[src/rtl/core/ept_pkg.sv]
`timescale 1ns / 1ps
`default_nettype none
package ept_pkg;

  // CORDIC arc-tangent table in 32-bit phase units (2^32 is one turn).
  localparam int MaxStages = 24;

  // Q2.30 CORDIC gain pre-compensation.
  localparam logic signed [33:0] CordicGain = 34'sd652032874;

  // Width of the CORDIC x, y and z datapaths.
  localparam int TrigW = 34;

  function automatic logic signed [33:0] atan_entry(input int idx);
    logic signed [33:0] r;
    case (idx)
      0:  r = 34'sh20000000;
      1:  r = 34'sh12E4051E;
      2:  r = 34'sh09FB385B;
      3:  r = 34'sh051111D4;
      4:  r = 34'sh028B0D43;
      5:  r = 34'sh0145D7E1;
      6:  r = 34'sh00A2F61E;
      7:  r = 34'sh00517C55;
      8:  r = 34'sh0028BE53;
      9:  r = 34'sh00145F2F;
      10: r = 34'sh000A2F98;
      11: r = 34'sh000517CC;
      12: r = 34'sh00028BE6;
      13: r = 34'sh000145F3;
      14: r = 34'sh0000A2FA;
      15: r = 34'sh0000517D;
      16: r = 34'sh000028BE;
      17: r = 34'sh0000145F;
      18: r = 34'sh00000A30;
      19: r = 34'sh00000518;
      20: r = 34'sh0000028C;
      21: r = 34'sh00000146;
      22: r = 34'sh000000A3;
      23: r = 34'sh00000051;
      default: r = '0;
    endcase
    return r;
  endfunction

  // Pose transaction.
  typedef struct packed {
    logic signed [15:0] yaw_angle;
    logic signed [15:0] pitch_angle;
    logic signed [15:0] roll_angle;
    logic signed [31:0] offset_x;
    logic signed [31:0] offset_y;
    logic signed [31:0] offset_z;
  } pose_t;

  // Transform transaction.
  typedef struct packed {
    logic signed [15:0] m00;
    logic signed [15:0] m01;
    logic signed [15:0] m02;
    logic signed [15:0] m10;
    logic signed [15:0] m11;
    logic signed [15:0] m12;
    logic signed [15:0] m20;
    logic signed [15:0] m21;
    logic signed [15:0] m22;
    logic signed [31:0] out_x;
    logic signed [31:0] out_y;
    logic signed [31:0] out_z;
  } xform_t;

endpackage
`default_nettype wire

[src/rtl/core/ept_cordic.sv]
`timescale 1ns / 1ps
`default_nettype none
module ept_cordic import ept_pkg::*; #(
  parameter int ANGLE_BITS  = 16,
  parameter int TRIG_STAGES = 16
) (
  input  wire logic                    clk,
  input  wire logic                    en,
  input  wire logic [ANGLE_BITS-1:0]   angle,
  output logic signed [TrigW-1:0]      sin_q30,
  output logic signed [TrigW-1:0]      cos_q30
);

  localparam int NSt = (TRIG_STAGES > MaxStages) ? MaxStages : TRIG_STAGES;

  logic signed [TrigW-1:0] x [NSt+1];
  logic signed [TrigW-1:0] y [NSt+1];
  logic signed [TrigW-1:0] z [NSt+1];
  logic                    flip [NSt+1];

  // Quadrant folding into [-pi/2, pi/2).
  logic [31:0] ph;
  logic [31:0] ph_f;
  logic        fl;
  always_comb begin
    ph   = {angle, {(32-ANGLE_BITS){1'b0}}};
    fl   = ph[31] ^ ph[30];
    ph_f = fl ? (ph + 32'h80000000) : ph;
  end

  always_ff @(posedge clk) begin
    if (en) begin
      x[0]    <= CordicGain;
      y[0]    <= '0;
      z[0]    <= TrigW'($signed(ph_f));
      flip[0] <= fl;
    end
  end

  // One registered micro-rotation per stage.
  for (genvar i = 0; i < NSt; i++) begin : g_stage
    always_ff @(posedge clk) begin
      if (en) begin
        if (!z[i][TrigW-1]) begin
          x[i+1] <= x[i] - (y[i] >>> i);
          y[i+1] <= y[i] + (x[i] >>> i);
          z[i+1] <= z[i] - atan_entry(i);
        end else begin
          x[i+1] <= x[i] + (y[i] >>> i);
          y[i+1] <= y[i] - (x[i] >>> i);
          z[i+1] <= z[i] + atan_entry(i);
        end
        flip[i+1] <= flip[i];
      end
    end
  end

  // Undo the fold.
  always_ff @(posedge clk) begin
    if (en) begin
      sin_q30 <= flip[NSt] ? -y[NSt] : y[NSt];
      cos_q30 <= flip[NSt] ? -x[NSt] : x[NSt];
    end
  end

endmodule
`default_nettype wire

[config.mk]
export PLATFORM = sky130hd
export DESIGN_NAME = ept_cordic
export DESIGN_NICKNAME = d
export VERILOG_FILES = /design/src/rtl/core/ept_pkg.sv /design/src/rtl/core/ept_cordic.sv
export SDC_FILE = /design/constraint.sdc
export NUM_CORES = 2
export LEC_CHECK = 0
export BUFFER_PORTS_ARGS = -buffer_cell sky130_fd_sc_hd__buf_2
export CAP_MARGIN = 0
export CORE_MARGIN = 2
export CORE_UTILIZATION = 35
export CTS_CLUSTER_SIZE = 40
export DETAILED_ROUTE_END_ITERATION = 7
export SLEW_MARGIN = 20
export SYNTH_ARGS = -nofsm -noshare
export SYNTH_HDL_FRONTEND = slang
export SYNTH_SLANG_ARGS = --single-unit
[constraint.sdc]
create_clock -name clk -period 13.1 [get_ports clk]
set_input_delay 2.62 -clock clk [delete_from_list [all_inputs] [get_ports clk]]
set_output_delay 2.62 -clock clk [all_outputs]
set_load 0.03 [all_outputs]
# Word-level counts from Yosys, hierarchy flattened
# Memories as Yosys holds them, arrays and structs flattened.
# Index checks and enable logic that the tools add are counted.
dict set report word_totals {
  memories 4
  ff_bits 68
  out_inout_bits 68
  word_cells 302
  ramBits 1751
  latch_bits 0
  in_bits 18
  romBits 0
}
# name words width read_ports rd_ports_with_merged_regs wr line_no
set mem_list {}
lappend mem_list {x 17 34 17 0 17 ept_cordic.sv:16} ;# logic signed [TrigW-1:0] x [NSt+1];
lappend mem_list {y 17 34 17 0 17 ept_cordic.sv:17} ;# logic signed [TrigW-1:0] y [NSt+1];
lappend mem_list {z 17 34 16 0 17 ept_cordic.sv:18} ;# logic signed [TrigW-1:0] z [NSt+1];
lappend mem_list {flip 17 1 17 0 17 ept_cordic.sv:19} ;# logic flip [NSt+1];
dict set report classes {
  shift 0
  addsub 98
  magnitude_cmp 0
  multipliers 0
  reduce_logical 0
  n_eq_ne 0
  n_mux 149
  div 0
  n_bitwise 49
}
# op count
set op_table {}
lappend op_table {{34-bit 2-to-1 mux} 50}
lappend op_table {{1-bit 2-to-1 mux} 98}
lappend op_table {{34-bit by 19-bit adder with 34-bit output} 2}
lappend op_table {{34-bit by 20-bit adder with 34-bit output} 2}
lappend op_table {{34-bit by 21-bit adder with 34-bit output} 2}
lappend op_table {{34-bit by 22-bit adder with 34-bit output} 2}
lappend op_table {{34-bit by 23-bit adder with 34-bit output} 2}
lappend op_table {{34-bit by 24-bit adder with 34-bit output} 2}
lappend op_table {{34-bit by 25-bit adder with 34-bit output} 2}
lappend op_table {{34-bit by 26-bit adder with 34-bit output} 2}
lappend op_table {{34-bit by 27-bit adder with 34-bit output} 2}
lappend op_table {{34-bit by 28-bit adder with 34-bit output} 2}
lappend op_table {{34-bit by 29-bit adder with 34-bit output} 2}
lappend op_table {{34-bit by 30-bit adder with 34-bit output} 2}
lappend op_table {{34-bit by 31-bit adder with 34-bit output} 2}
lappend op_table {{34-bit by 32-bit adder with 34-bit output} 2}
lappend op_table {{34-bit by 33-bit adder with 34-bit output} 2}
lappend op_table {{34-bit negation} 2}
lappend op_table {{34-bit by 19-bit subtractor with 34-bit output} 2}
lappend op_table {{34-bit by 20-bit subtractor with 34-bit output} 2}
lappend op_table {{34-bit by 21-bit subtractor with 34-bit output} 2}
lappend op_table {{34-bit by 22-bit subtractor with 34-bit output} 2}
lappend op_table {{34-bit by 23-bit subtractor with 34-bit output} 2}
lappend op_table {{34-bit by 24-bit subtractor with 34-bit output} 2}
lappend op_table {{47 further kinds} 104}

# Depth between registers and ports, before layout
# An unclocked memory read counts as a cell.
dict set report depth {
  depth_word 5
  depth_mapped 21
  depth_no_buf 21
}

# Worst setup path before layout
# Ideal clock, no wire load.
dict set report synth_timing {
  path_kind {in2reg}
  from {in en}
  to {mem x[6][33] (data pin)}
  slack_ps 5721
  t_arrival_ps 7119
  path_stages 20
  setup_ps 260
  path_buffers 4
  t_required_ps 12840
  cell_sequence {clkbuf_1 -> clkbuf_1 -> nand2_1 -> inv_1 -> clkbuf_1 -> clkbuf_1 -> nor2_1 -> xor2_1 -> ha_1 -> nand3_1 -> o22ai_1 -> a2bb2oi_1 -> o22ai_1 -> o311ai_0 -> a311oi_1 -> o21ai_0 -> or3b_2 -> a21oi_1 -> nor2_1 -> xnor2_1}
}
# item line_no
set synth_rtl {}
lappend synth_rtl {{from (decl)} ept_cordic.sv:8} ;# input wire logic en,
lappend synth_rtl {{to (decl)} ept_cordic.sv:16}

==> results_dict.tcl <==
set metrics [dict create \
    ioPinCount 86 \
    final_cell_mix "edfxtp_1, ha_1, xnor2_1" \
    fp-row-count 219 \
    n_fill_cell 35400 \
    cts_tree "yes" \
    drc 19 \
    slew_viol_final 0 \
    dp_worst_setup_slack_ns 4.79 \
    grtUsageMet1 0.194 \
    yosysWarnings 0 \
    slowest_delay_ns 0.74 \
    routed_wl_mm 299 \
    synth_flop_cell "edfxtp_1" \
    grt_pass1_vias 90600 \
    seq_area_frac_synth 0.368 \
    worstPathArrival_ns 7.97 \
    cts.htree.levels 4 \
    clk_pin_slew_ns 0.05 \
    worst_slack_ns 5.69 \
    hold_viol_final 0 \
    syn_area_um2 125000 \
    grt_pass1_wl_mm 482 \
    cts-buffers-inserted 188 \
    cp-end-kind "flop" \
    port_buffers 85 \
    postCtsSetupBuffers 0 \
    drt_first_pass_iters 8 \
    hold_path.class "reg2reg" \
    failed_checks "design-rule violations" \
    status "complete, but fails checks" \
    synth_edf_count 1530 \
    clk_latency_ns 0.92 \
    synth_area_leaders "edfxtp_1, ha_1, xnor2_1" \
    die_x_um 601 \
    cts_resized 0 \
    cp_top_family "compound AO/OA/AOI/OAI gates" \
    final.setup.tns_ns 0 \
    wl_per_cell_um 16.8 \
    met2_usage 0.295 \
    clock-root-buffer "clkbuf_16" \
    fp.dieH_um 601 \
    fp.dieArea_um2 362000 \
    syn_inst 12700 \
    path_max_fanout 90 \
    synthArstFlopShare 0 \
    rsz0062_at_grt "false" \
    place_congestion 0.915 \
    grt_overflow 0 \
    relSlewSlack 0.163 \
    fmax_mhz 135 \
    worst-setup-path-type "in2reg" \
    clkSinkCount 1530 \
    synthToLayoutAreaGrowth_pct 9.88 \
    final_common_cell "edfxtp_1" \
    vias_per_cell 5.26 \
    crit_required_ns 13.66 \
    synth_cell_types 89 \
    worst_slew_pin_slew_ns 1.24 \
    avgSynthCellArea_um2 9.80 \
    grtUsageMet3 0.0167 \
    place_hpwl_mm 237 \
    first_iter_violations 5233 \
    vias 93500 \
    grt.total_usage 0.161 \
    core_area_um2 356000 \
    cpMaxStageDelayCell "inv_2" \
    synth_nets 14200 \
    grt_max_degree 130 \
    ys_ff_latch 1530 \
    cp-start-kind "input pin" \
    maxCapViolations 0 \
    clock_skew_ns 0.113 \
    holdWs_ns 0.408 \
    path_buf_inv 4 \
    fin_crit_ns 7.41 \
    setup_violations 0 \
    fin_crit_sh 0.566 \
    initial_utilization 0.351 \
    synth_top_area_share 0.368 \
    hold_buffers 0 \
    busiest_layer "met2" \
    path_cells "buf_12, buf_4, nand2_2, buf_4, inv_2, ha_1, a211oi_1, o211ai_1, a221oi_1, o21ai_0, a21o_1, a21oi_1, or3_1, a21oi_1, a211oi_1, a31oi_1, xnor2_1" \
    fin_nets 14300 \
    synth_top_cell_by_area "edfxtp_1" \
    drive_gt1_frac 0.0472 \
    cts_buffer_depth 4 \
    ant_nets 0 \
    antenna_found_initial 4 \
]
==> per-layer routing <==
metal,part of all wire,vias up
met3,0.032,527
met5,0,-
met1,0.43,43700
met2,0.50,1524
li1,-,47800
met4,0.038,0
==> stage by stage <==
stage,area [um2],utilization,std cells
final,137000,0.386,17800
after global routing,137000,0.386,17800
after CTS,137000,0.386,17800
after detailed placement,131000,0.369,17500
after global placement,131000,0.369,17500
after floorplan,125000,-,12700
==> worst reg2reg max path: cells and delay by family (launching register included) <==
family	cells	cell delay [ns]
AO/OA/AOI/OAI	10	2.53
AND/OR/NAND/NOR	6	2.32
flip-flops	1	0.49
adder cells (fa/ha/maj)	1	0.37
XOR/XNOR	2	0.28
==> sequential cells by signal (all words and copies together) (netlist names) <==
register / cells
cos_q30: 34
flip: 17
x: 484
y: 511
z: 450
sin_q30: 34
==> cells in the mapped netlist, drive strengths merged, types with 29 or more instances <==
cell       n
or4       53
inv      503
o211ai    42
o31ai    174
and2      63
edfxtp  1530
a211o     36
a31o      31
a21boi    50
nor3     286
buf       33
fa        44
nand3b    29
or3      108
mux2      54
xnor2   1277
nand4     66
nor4      82
and3     121
nor2b    187
o21bai   151
o41ai     63
clkbuf   167
a211oi   128
o21a     211
mux2i     56
a21o     650
o21ai    708
nand3    207
xor2     619
nand2b   223
a21oi   1241
ha      1379
nand2    662
a31oi    134
nor2     952
o31a      29
or2       50
a221oi    34
==> kinds of logic after synthesis <==
group / count (synthesis) / synth area share
compound gates: 3923 / 0.200
buf+inv: 707 / 0.0213
xor+xnor: 1896 / 0.133
flops: 1530 / 0.368
simple gates: 3156 / 0.123
mux: 110 / 0.00935
fa+ha+maj: 1423 / 0.145
==> path summary, 6_finish.rpt <==
check | from | end | slack (ns) | depth (start not counted)
setup / recovery | en | z[12][33] | 5.69 | 17
hold / removal | flip[0][11] | flip[0][12] | 0.41 | 0
setup reg to reg | y[11][16] | x[12][32] | 6.87 | 19
hold reg to reg | flip[0][11] | flip[0][12] | 0.41 | 0
==> layout make-up <==
| type | count | area [um2] | area share |
|---|---|---|---|
| well taps | 4751 | 5940 | 0.0433 |
| repair buffers | 154 | 971 | 0.00707 |
| diodes | 2 | 5.00 | 0.0000365 |
| inverters | 507 | 1900 | 0.0139 |
| clock inverters | 111 | 1180 | 0.00859 |
| flip-flops and latches | 1530 | 45900 | 0.335 |
| clock buffers | 232 | 4950 | 0.0361 |
| multi-input cells | 10500 | 76400 | 0.556 |
Power is left out: the tool's default activity adds up to more than one toggle a clock period on the data nets, which glitch-free logic cannot reach.
